==> src/hdl/assert_macros.svh <==
// assertion macros used by the rtl core
`ifndef ASSERT_MACROS_SVH
`define ASSERT_MACROS_SVH
`ifndef SYNTHESIS
`define LKV_ASSERT_IMPLY(lbl, clk, rst_n, ante, cons, msg) \
    lbl: assert property (@(posedge clk) disable iff (!(rst_n)) (ante) |-> (cons)) \
        else $error(msg);
`define LKV_ASSERT_NEXT(lbl, clk, rst_n, ante, cons, msg) \
    lbl: assert property (@(posedge clk) disable iff (!(rst_n)) (ante) |=> (cons)) \
        else $error(msg);
`else
`define LKV_ASSERT_IMPLY(lbl, clk, rst_n, ante, cons, msg)
`define LKV_ASSERT_NEXT(lbl, clk, rst_n, ante, cons, msg)
`endif
`endif

==> src/hdl/lkv_pkg.sv <==
// shared constants and types of the lru key-value cache
`timescale 1ns / 1ps
package lkv_pkg;
    localparam int LKV_MAX_ENTRIES = 16;
    localparam int DATA_W          = 32;
    localparam int CAP_W           = 5;
    localparam int PADDR_W         = 2;
    localparam int PDATA_W         = 32;

    localparam logic [CAP_W-1:0]   CAP_RESET = 5'd16;
    localparam logic [PADDR_W-1:0] CAP_ADDR  = 2'd0;

    localparam logic OP_GET = 1'b0;
    localparam logic OP_PUT = 1'b1;

    typedef struct packed {
        logic load;
        logic cmp;
        logic upd;
    } t_cmd;
endpackage

==> src/hdl/lkv_if.sv <==
// request and response channel interfaces
`timescale 1ns / 1ps
interface lkv_req_if;
    import lkv_pkg::*;
    logic                     valid;
    logic                     ready;
    logic                     opcode;
    logic signed [DATA_W-1:0] key;
    logic signed [DATA_W-1:0] value;

    modport source (output valid, opcode, key, value, input ready);
    modport sink   (input valid, opcode, key, value, output ready);
endinterface

interface lkv_rsp_if;
    import lkv_pkg::*;
    logic                     valid;
    logic                     ready;
    logic                     hit;
    logic signed [DATA_W-1:0] read_value;
    logic                     evicted;

    modport source (output valid, hit, read_value, evicted, input ready);
    modport sink   (input valid, hit, read_value, evicted, output ready);
endinterface

==> src/hdl/lru_key_value_cache_core.sv <==
// lru key-value cache: one transfer in, one result out per item
// result path: accept loads the item, compare registers the match, update writes the result
// a new request is taken during the previous update if the result register is free
// the compare-then-shift pass over the slot chain paces requests; an untaken result stalls it
// reset (synchronous, active low): all slots invalid, occupancy zero, capacity 16
`timescale 1ns / 1ps
`include "assert_macros.svh"
module lru_key_value_cache_core #(
    parameter int MAX_ENTRIES = lkv_pkg::LKV_MAX_ENTRIES
) (
    input  logic                         i_clk,
    input  logic                         i_rst_n,
    input  logic                         psel,
    input  logic                         penable,
    input  logic                         pwrite,
    input  logic [lkv_pkg::PADDR_W-1:0]  paddr,
    input  logic [lkv_pkg::PDATA_W-1:0]  pwdata,
    output logic [lkv_pkg::PDATA_W-1:0]  prdata,
    output logic                         pready,
    lkv_req_if.sink                      i_req,
    lkv_rsp_if.source                    o_rsp
);
    import lkv_pkg::*;

    logic [CAP_W-1:0] r_capacity;
    t_cmd             w_cmd;

    assign pready = 1'b1;

    always_ff @(posedge i_clk) begin
        if (!i_rst_n) begin
            r_capacity <= CAP_RESET;
        end else if (psel && penable && pwrite && (paddr == CAP_ADDR)) begin
            r_capacity <= pwdata[CAP_W-1:0];
        end
    end

    assign prdata = (paddr == CAP_ADDR) ? PDATA_W'(r_capacity) : '0;

    lkv_ctrl u_ctrl (
        .i_clk       (i_clk),
        .i_rst_n     (i_rst_n),
        .i_in_valid  (i_req.valid),
        .o_in_ready  (i_req.ready),
        .o_out_valid (o_rsp.valid),
        .i_out_ready (o_rsp.ready),
        .o_cmd       (w_cmd)
    );

    lkv_datapath #(
        .MAX_ENTRIES (MAX_ENTRIES)
    ) u_datapath (
        .i_clk        (i_clk),
        .i_rst_n      (i_rst_n),
        .i_cmd        (w_cmd),
        .i_capacity   (r_capacity),
        .i_opcode     (i_req.opcode),
        .i_key        (i_req.key),
        .i_value      (i_req.value),
        .o_hit        (o_rsp.hit),
        .o_read_value (o_rsp.read_value),
        .o_evicted    (o_rsp.evicted)
    );

    `LKV_ASSERT_NEXT(a_accept_to_cmp, i_clk, i_rst_n, i_req.valid && i_req.ready, w_cmd.cmp, "accepted request not compared next cycle")
    `LKV_ASSERT_IMPLY(a_cmp_single, i_clk, i_rst_n, w_cmd.cmp, !i_req.ready, "request taken during the compare cycle")
    `LKV_ASSERT_NEXT(a_upd_to_rsp, i_clk, i_rst_n, w_cmd.upd, o_rsp.valid, "update did not present a result")
    `LKV_ASSERT_IMPLY(a_upd_slot_free, i_clk, i_rst_n, w_cmd.upd, !o_rsp.valid || o_rsp.ready, "update overwrote an untaken result")
endmodule

==> src/hdl/lkv_ctrl.sv <==
// sequencing state machine: accept, compare, update and result hand-off
`timescale 1ns / 1ps
module lkv_ctrl (
    input  logic          i_clk,
    input  logic          i_rst_n,
    input  logic          i_in_valid,
    output logic          o_in_ready,
    output logic          o_out_valid,
    input  logic          i_out_ready,
    output lkv_pkg::t_cmd o_cmd
);
    import lkv_pkg::*;

    typedef enum logic [1:0] {
        S_IDLE,
        S_CMP,
        S_UPD
    } t_state;

    t_state r_state;
    logic   r_out_valid;
    logic   w_out_free;
    logic   w_upd;
    logic   w_load;

    assign w_out_free = !r_out_valid || i_out_ready;
    // update only when the result register can take the new result
    assign w_upd      = (r_state == S_UPD) && w_out_free;
    assign o_in_ready = (r_state == S_IDLE) || w_upd;
    assign w_load     = i_in_valid && o_in_ready;

    always_ff @(posedge i_clk) begin
        if (!i_rst_n) begin
            r_state     <= S_IDLE;
            r_out_valid <= 1'b0;
        end else begin
            if (w_upd) begin
                r_out_valid <= 1'b1;
            end else if (i_out_ready) begin
                r_out_valid <= 1'b0;
            end
            unique case (r_state)
                S_IDLE: begin
                    if (w_load) begin
                        r_state <= S_CMP;
                    end
                end
                S_CMP: begin
                    r_state <= S_UPD;
                end
                S_UPD: begin
                    if (w_upd) begin
                        r_state <= w_load ? S_CMP : S_IDLE;
                    end
                end
                default: begin
                    r_state <= S_IDLE;
                end
            endcase
        end
    end

    assign o_out_valid = r_out_valid;
    assign o_cmd.load  = w_load;
    assign o_cmd.cmp   = (r_state == S_CMP);
    assign o_cmd.upd   = w_upd;
endmodule

==> src/hdl/lkv_datapath.sv <==
// slot chain with parallel key compare, recency shift and result register
`timescale 1ns / 1ps
module lkv_datapath #(
    parameter int MAX_ENTRIES = lkv_pkg::LKV_MAX_ENTRIES
) (
    input  logic                             i_clk,
    input  logic                             i_rst_n,
    input  lkv_pkg::t_cmd                    i_cmd,
    input  logic [lkv_pkg::CAP_W-1:0]        i_capacity,
    input  logic                             i_opcode,
    input  logic signed [lkv_pkg::DATA_W-1:0] i_key,
    input  logic signed [lkv_pkg::DATA_W-1:0] i_value,
    output logic                             o_hit,
    output logic signed [lkv_pkg::DATA_W-1:0] o_read_value,
    output logic                             o_evicted
);
    import lkv_pkg::*;

    localparam int IDX_W = (MAX_ENTRIES > 1) ? $clog2(MAX_ENTRIES) : 1;
    localparam int OCC_W = $clog2(MAX_ENTRIES + 1);
    localparam int CMP_W = (OCC_W > CAP_W) ? OCC_W : CAP_W;

    // current item
    logic              r_op;
    logic [DATA_W-1:0] r_key;
    logic [DATA_W-1:0] r_value;

    // slots, index 0 most recent
    logic              r_slot_valid [MAX_ENTRIES];
    logic [DATA_W-1:0] r_slot_key   [MAX_ENTRIES];
    logic [DATA_W-1:0] r_slot_value [MAX_ENTRIES];
    logic [OCC_W-1:0]  r_occ;

    // compare stage results
    logic              r_hit;
    logic [IDX_W-1:0]  r_pos;
    logic              r_full;
    logic [DATA_W-1:0] r_hit_value;

    // result register
    logic              r_out_hit;
    logic [DATA_W-1:0] r_out_value;
    logic              r_out_evicted;

    logic [MAX_ENTRIES-1:0] w_match;
    logic [IDX_W-1:0]       w_enc;
    logic [DATA_W-1:0]      w_hit_value;
    logic [CMP_W-1:0]       w_cap_ext;
    logic [CMP_W-1:0]       w_eff_cap;
    logic                   w_full;
    logic [IDX_W-1:0]       w_last;
    logic                   w_change;
    logic [DATA_W-1:0]      w_entry_value;

    always_comb begin
        for (int i = 0; i < MAX_ENTRIES; i++) begin
            w_match[i] = r_slot_valid[i] && (r_slot_key[i] == r_key);
        end
    end

    // keys are unique among valid slots, so at most one match bit is set
    always_comb begin
        w_enc       = '0;
        w_hit_value = '0;
        for (int i = 0; i < MAX_ENTRIES; i++) begin
            if (w_match[i]) begin
                w_enc       = w_enc | IDX_W'(i);
                w_hit_value = w_hit_value | r_slot_value[i];
            end
        end
    end

    // zero capacity counts as one, anything above the slot count as the slot count
    always_comb begin
        w_cap_ext = CMP_W'(i_capacity);
        if (w_cap_ext == '0) begin
            w_eff_cap = CMP_W'(1);
        end else if (w_cap_ext > CMP_W'(MAX_ENTRIES)) begin
            w_eff_cap = CMP_W'(MAX_ENTRIES);
        end else begin
            w_eff_cap = w_cap_ext;
        end
    end

    assign w_full = CMP_W'(r_occ) >= w_eff_cap;
    assign w_last = w_full ? IDX_W'(r_occ - 1'b1) : IDX_W'(r_occ);

    always_ff @(posedge i_clk) begin
        if (i_cmd.load) begin
            r_op    <= i_opcode;
            r_key   <= i_key;
            r_value <= i_value;
        end
        if (i_cmd.cmp) begin
            r_hit       <= |w_match;
            r_pos       <= (|w_match) ? w_enc : w_last;
            r_full      <= w_full;
            r_hit_value <= w_hit_value;
        end
        if (i_cmd.upd) begin
            r_out_hit     <= r_hit;
            r_out_value   <= ((r_op == OP_GET) && r_hit) ? r_hit_value : '0;
            r_out_evicted <= (r_op == OP_PUT) && !r_hit && r_full;
        end
    end

    // a get miss leaves the slots alone
    assign w_change      = i_cmd.upd && ((r_op == OP_PUT) || r_hit);
    assign w_entry_value = (r_op == OP_PUT) ? r_value : r_hit_value;

    always_ff @(posedge i_clk) begin
        if (!i_rst_n) begin
            r_occ <= '0;
        end else if (i_cmd.upd && (r_op == OP_PUT) && !r_hit && !r_full) begin
            r_occ <= r_occ + 1'b1;
        end
    end

    // cells from the head up to and including the target position shift one place towards the tail
    for (genvar g = 0; g < MAX_ENTRIES; g++) begin : g_cell
        logic w_shift;
        assign w_shift = w_change && (IDX_W'(g) <= r_pos);

        if (g == 0) begin : g_head
            always_ff @(posedge i_clk) begin
                if (!i_rst_n) begin
                    r_slot_valid[g] <= 1'b0;
                end else if (w_shift) begin
                    r_slot_valid[g] <= 1'b1;
                end
            end
            always_ff @(posedge i_clk) begin
                if (w_shift) begin
                    r_slot_key[g]   <= r_key;
                    r_slot_value[g] <= w_entry_value;
                end
            end
        end else begin : g_body
            always_ff @(posedge i_clk) begin
                if (!i_rst_n) begin
                    r_slot_valid[g] <= 1'b0;
                end else if (w_shift) begin
                    r_slot_valid[g] <= r_slot_valid[g-1];
                end
            end
            always_ff @(posedge i_clk) begin
                if (w_shift) begin
                    r_slot_key[g]   <= r_slot_key[g-1];
                    r_slot_value[g] <= r_slot_value[g-1];
                end
            end
        end
    end

    assign o_hit        = r_out_hit;
    assign o_read_value = r_out_value;
    assign o_evicted    = r_out_evicted;
endmodule
==> src/flat_wrapper.sv <==
// flat-port wrapper written by rule: the top's interface ports become plain ports
module lru_key_value_cache_core_flat import lkv_pkg::*;
#(
    parameter int MAX_ENTRIES = lkv_pkg::LKV_MAX_ENTRIES
)
  (i_clk, i_rst_n, psel, penable, pwrite, paddr, pwdata, prdata, pready, i_req_valid, i_req_opcode, i_req_key, i_req_value, i_req_ready, o_rsp_valid, o_rsp_hit, o_rsp_read_value, o_rsp_evicted, o_rsp_ready);
  lkv_req_if i_req_i ();
  lkv_rsp_if o_rsp_i ();
  input  logic i_clk;
  input  logic i_rst_n;
  input  logic psel;
  input  logic penable;
  input  logic pwrite;
  input  logic [lkv_pkg::PADDR_W-1:0] paddr;
  input  logic [lkv_pkg::PDATA_W-1:0] pwdata;
  output logic [lkv_pkg::PDATA_W-1:0] prdata;
  output logic pready;
  input wire logic [$bits(i_req_i.valid)-1:0] i_req_valid;
  input wire logic [$bits(i_req_i.opcode)-1:0] i_req_opcode;
  input wire logic [$bits(i_req_i.key)-1:0] i_req_key;
  input wire logic [$bits(i_req_i.value)-1:0] i_req_value;
  output wire logic [$bits(i_req_i.ready)-1:0] i_req_ready;
  output wire logic [$bits(o_rsp_i.valid)-1:0] o_rsp_valid;
  output wire logic [$bits(o_rsp_i.hit)-1:0] o_rsp_hit;
  output wire logic [$bits(o_rsp_i.read_value)-1:0] o_rsp_read_value;
  output wire logic [$bits(o_rsp_i.evicted)-1:0] o_rsp_evicted;
  input wire logic [$bits(o_rsp_i.ready)-1:0] o_rsp_ready;
  assign i_req_i.valid = i_req_valid;
  assign i_req_i.opcode = i_req_opcode;
  assign i_req_i.key = i_req_key;
  assign i_req_i.value = i_req_value;
  assign i_req_ready = i_req_i.ready;
  assign o_rsp_valid = o_rsp_i.valid;
  assign o_rsp_hit = o_rsp_i.hit;
  assign o_rsp_read_value = o_rsp_i.read_value;
  assign o_rsp_evicted = o_rsp_i.evicted;
  assign o_rsp_i.ready = o_rsp_ready;
  lru_key_value_cache_core #(.MAX_ENTRIES(MAX_ENTRIES)) u_core (.i_clk(i_clk), .i_rst_n(i_rst_n), .psel(psel), .penable(penable), .pwrite(pwrite), .paddr(paddr), .pwdata(pwdata), .prdata(prdata), .pready(pready), .i_req(i_req_i), .o_rsp(o_rsp_i));
endmodule
==> config.mk <==
export PLATFORM = sky130hd
export DESIGN_NAME = lru_key_value_cache_core_flat
export DESIGN_NICKNAME = d
export VERILOG_FILES = /design/src/hdl/lkv_pkg.sv /design/src/hdl/lkv_if.sv /design/src/hdl/lru_key_value_cache_core.sv /design/src/hdl/lkv_ctrl.sv /design/src/hdl/lkv_datapath.sv /design/src/flat_wrapper.sv
export VERILOG_INCLUDE_DIRS = /design/src /design/src/hdl
export SDC_FILE = /design/constraint.sdc
export NUM_CORES = 1
export LEC_CHECK = 0
export ABC_AREA = 1
export ABC_CLOCK_PERIOD_IN_PS = 19190
export BUFFER_PORTS_ARGS = -buffer_cell sky130_fd_sc_hd__clkbuf_2
export CORE_UTILIZATION = 30
export CTS_BUF_LIST = sky130_fd_sc_hd__clkbuf_8
export CTS_CLUSTER_DIAMETER = 200
export DETAILED_ROUTE_END_ITERATION = 12
export PLACE_DENSITY = 0.56
export SLEW_MARGIN = 25
export SYNTH_ARGS = -nofsm -noshare
export SYNTH_HDL_FRONTEND = slang
export SYNTH_HIERARCHICAL = 1
export SYNTH_SLANG_ARGS = --single-unit
export TNS_END_PERCENT = 100
==> constraint.sdc <==
create_clock -name i_clk -period 19.19 [get_ports i_clk]
set_clock_uncertainty 0.05 [all_clocks]
set_input_delay 1.919 -clock i_clk [delete_from_list [all_inputs] [get_ports i_clk]]
set_output_delay 1.919 -clock i_clk [all_outputs]
set_load 0.01 [all_outputs]
==> run metrics <==
status=complete, no violations; row count=147; Worst Tran Pin Value=1.09 ns; ANT nets after route=0; clk root buf=clkbuf_8; PortBufs=119; Clock transition at path regs=0.07 ns; crit path launch type=primary input; DRT iter0 DRCs=3043; Layout area overhead=12.8%; largest net degree at the start of global routing=66; routed wire length=138000 um; Starting Density=30.4%; FF+latch count, synth=1190; final-report hold violation count=0; final net count=4503; Post-Syn Area=49000 um2; die height=406 um; Synth top area share=72.0%; Remaining DRCs=0; power per cell area=91.0 nW/um2; power share of the clock group=38.3%; distinct cell type count after synthesis=37; Critical-path top delay cell=a21oi_4; Setup WS pre-CTS=12.51 ns; clk_lat worst skew=0.89 ns; vias in the first global route=31275; CP top delay family=buffers and inverters; Syn Area/Cell=11.8 um2; setup ws final=13.45 ns; critical path class=in2reg; cell breakdown of the critical path=clkbuf_2 > inv_1 > nand2_1 > inv_1 > nor2_4 > inv_1 > a21oi_4 > buf_4 > inv_1 > nor2_4 > inv_2 > a21oi_4 > buf_4 > inv_1 > nand2_1; Sw Pwr=1.16 mW; max-cap violations=0; M1 GR Usage=21.1%; vias=31438; Synth top cells by count=nand2_1, edfxtp_1, nor2_1, inv_1, o21ai_0; Final GP Congestion=0.920; cell taking the most area after synthesis=edfxtp_1; chip width=406 um; most frequent cell after synthesis=nand2_1; Via density=4.70; max incr delay on CP=0.91 ns; final-report max-slew violation count=0; Power Internal=3.87 mW; global route hottest layer=met2; yosys warns=6; CTS tree=done; overall routing resource usage=16.6%; # IOs=175; sequential area share after synthesis=72.6%; initial antenna violation count=3; hold path start=u_core/u_datapath/r_slot_value[1][12]; fin crit share=29.9%; VDD IR max=0.0677 mV; Final setup viols=0; FILL cells=15941; CP Buf/Inv Count=9; logic gate share of total power=4.1%; slew margin rel.=27.6%; CTS buffer count=181; GRT overflow=0; grt met3 use=2.98%; clock sink count=1190; CP max FO=46; placed wire-length estimate=88500 um; crit-path most repeated cell=inv_1; fraction of layout cells with a size suffix above 1=10.6%; fin crit period=5.74 ns; Critical Path Sink Type=flop; sequential power share=57.6%; Cells after Synth=4155; CTS Hold Bufs=0; wire per inst=20.6 um; post-cts gate resize count=0; origin of the critical flop-to-flop path=u_core/u_datapath/r_op; Die Area=165000 um2; Max Root-Sink Buffers=3; Worst Path Arrival=6.28 ns; Sw Share=23.1%; hold crit path type=reg2reg; post-CTS setup buffers=0; R2R setup slack=13.71 ns; Post-synth EDFFs=1176; DRT Pass-1 Iters=5; largest cells by area after synthesis=edfxtp_1, nand2_1, nor2_1; RSZ-0062 raised after global routing=no; top_reg_cell synth=edfxtp_1; H-tree lvl count=4; met2 GRT Util=27.9%; Core ar.=161000 um2; Data required, critical path=19.73 ns; final setup TNS=0 ns; Post-synth ARST share=0%; first-pass GRT wire length=200000 um; Worst Setup SP=o_rsp_ready; Leak Pwr=20.1 nW; max frequency=0.174 GHz
## through the flow
step	utilization, %	hold slack [ns]	power, mW	cells	instance area (um2)
2_1_floorplan	-	0.371	3.07	4181	49100
3_3_place_gp	32.2	0.379	3.15	6365	52000
3_5_place_dp	32.3	0.382	3.16	6366	52000
4_1_cts	34.2	0.379	5.08	6683	55200
5_1_grt	34.3	0.405	5.19	6685	55300
6_report	34.3	0.393	5.03	6685	55300
## layer usage
layer	routed length, um	vias to the layer above	part of all wire, %
met5	13	-	0.0094
met3	10100	256	7.3
met4	4540	2	3.3
met2	66500	1370	48
li1	-	14446	-
met1	56900	15364	41
## power groups by stage
stage	logic, mW	registers (mW)	clock network (mW)
floorplan	0.125	2.95	0
global placement	0.206	2.95	0
detailed placement	0.207	2.95	0
CTS	0.208	2.89	1.97
global route	0.227	2.90	2.07
finish	0.208	2.89	1.92
## worst register-to-register path, delay by kind of cell (launching register included)
family	cells	cell delay [ns]
buffers and inverters	7	2.86
AOI/OAI and AO/OA	2	1.08
and+or+nand+nor	2	0.89
DFF	1	0.32
## final timing paths
path                                                end  depth (start not counted)
hold / removal    u_core/u_datapath/r_slot_value[1][44]                          0
setup reg to reg   u_core/u_datapath/r_slot_valid[1][1]                         11
hold reg to reg   u_core/u_datapath/r_slot_value[1][44]                          0
setup / recovery   u_core/u_datapath/r_slot_valid[1][1]                         15
## kinds of logic after synthesis
logic type               after synthesis  share of synthesized area (%)
XOR/XNOR                             144                           2.57
flip-flops                          1190                           72.6
adder cells (fa/ha/maj)                7                          0.179
other                                  2                         0.0153
buffers and inverters                501                           4.79
AND/OR/NAND/NOR                     2015                           16.7
AO/OA/AOI/OAI                        296                           3.15
## layout make-up
| cell class | count | area [um2] | area share, % |
|---|---|---|---|
| Sequential cell | 1190 | 35600 | 64.4 |
| Multi-Input combinational cell | 2490 | 11300 | 20.5 |
| Tap cell | 2160 | 2700 | 4.89 |
| Clock buffer | 182 | 2500 | 4.53 |
| Inverter | 334 | 1260 | 2.28 |
| Timing Repair Buffer | 193 | 1180 | 2.13 |
| Clock inverter | 135 | 708 | 1.28 |
| Antenna cell | 1 | 2.50 | 0.00453 |
## state kept, by name (all words and copies together) (netlist names)
| name | flops |
|---|---|
| u_core/r_capacity | 5 |
| u_core/u_ctrl/o_out_valid | 1 |
| u_core/u_ctrl/r_state | 2 |
| u_core/u_datapath/o_evicted | 1 |
| u_core/u_datapath/o_hit | 1 |
| u_core/u_datapath/o_read_value | 32 |
| u_core/u_datapath/r_full | 1 |
| u_core/u_datapath/r_hit | 1 |
| u_core/u_datapath/r_hit_value | 32 |
| u_core/u_datapath/r_key | 32 |
| u_core/u_datapath/r_occ | 5 |
| u_core/u_datapath/r_op | 1 |
| u_core/u_datapath/r_pos | 4 |
| u_core/u_datapath/r_slot_key | 512 |
| u_core/u_datapath/r_slot_valid | 16 |
| u_core/u_datapath/r_slot_value | 512 |
| u_core/u_datapath/r_value | 32 |
## layout by cell type (no fill, tap or decap), drive strengths merged, types with 2 or more instances in the layout
| cell type | count |
|---|---|
| xor2 | 42 |
| o21ai | 247 |
| xnor2 | 102 |
| o22ai | 4 |
| nor2 | 395 |
| inv | 401 |
| dfxtp | 14 |
| edfxtp | 1176 |
| nand3 | 52 |
| or2 | 8 |
| o211ai | 17 |
| conb | 28 |
| nand3b | 5 |
| nor3 | 30 |
| bufinv | 4 |
| and3 | 3 |
| ha | 7 |
| buf | 74 |
| clkbuf | 301 |
| clkinv | 59 |
| clkinvlp | 5 |
| nand4 | 128 |
| nor3b | 2 |
| nand2 | 1391 |
| a21oi | 26 |
Power figures use the tool's default switching activity.
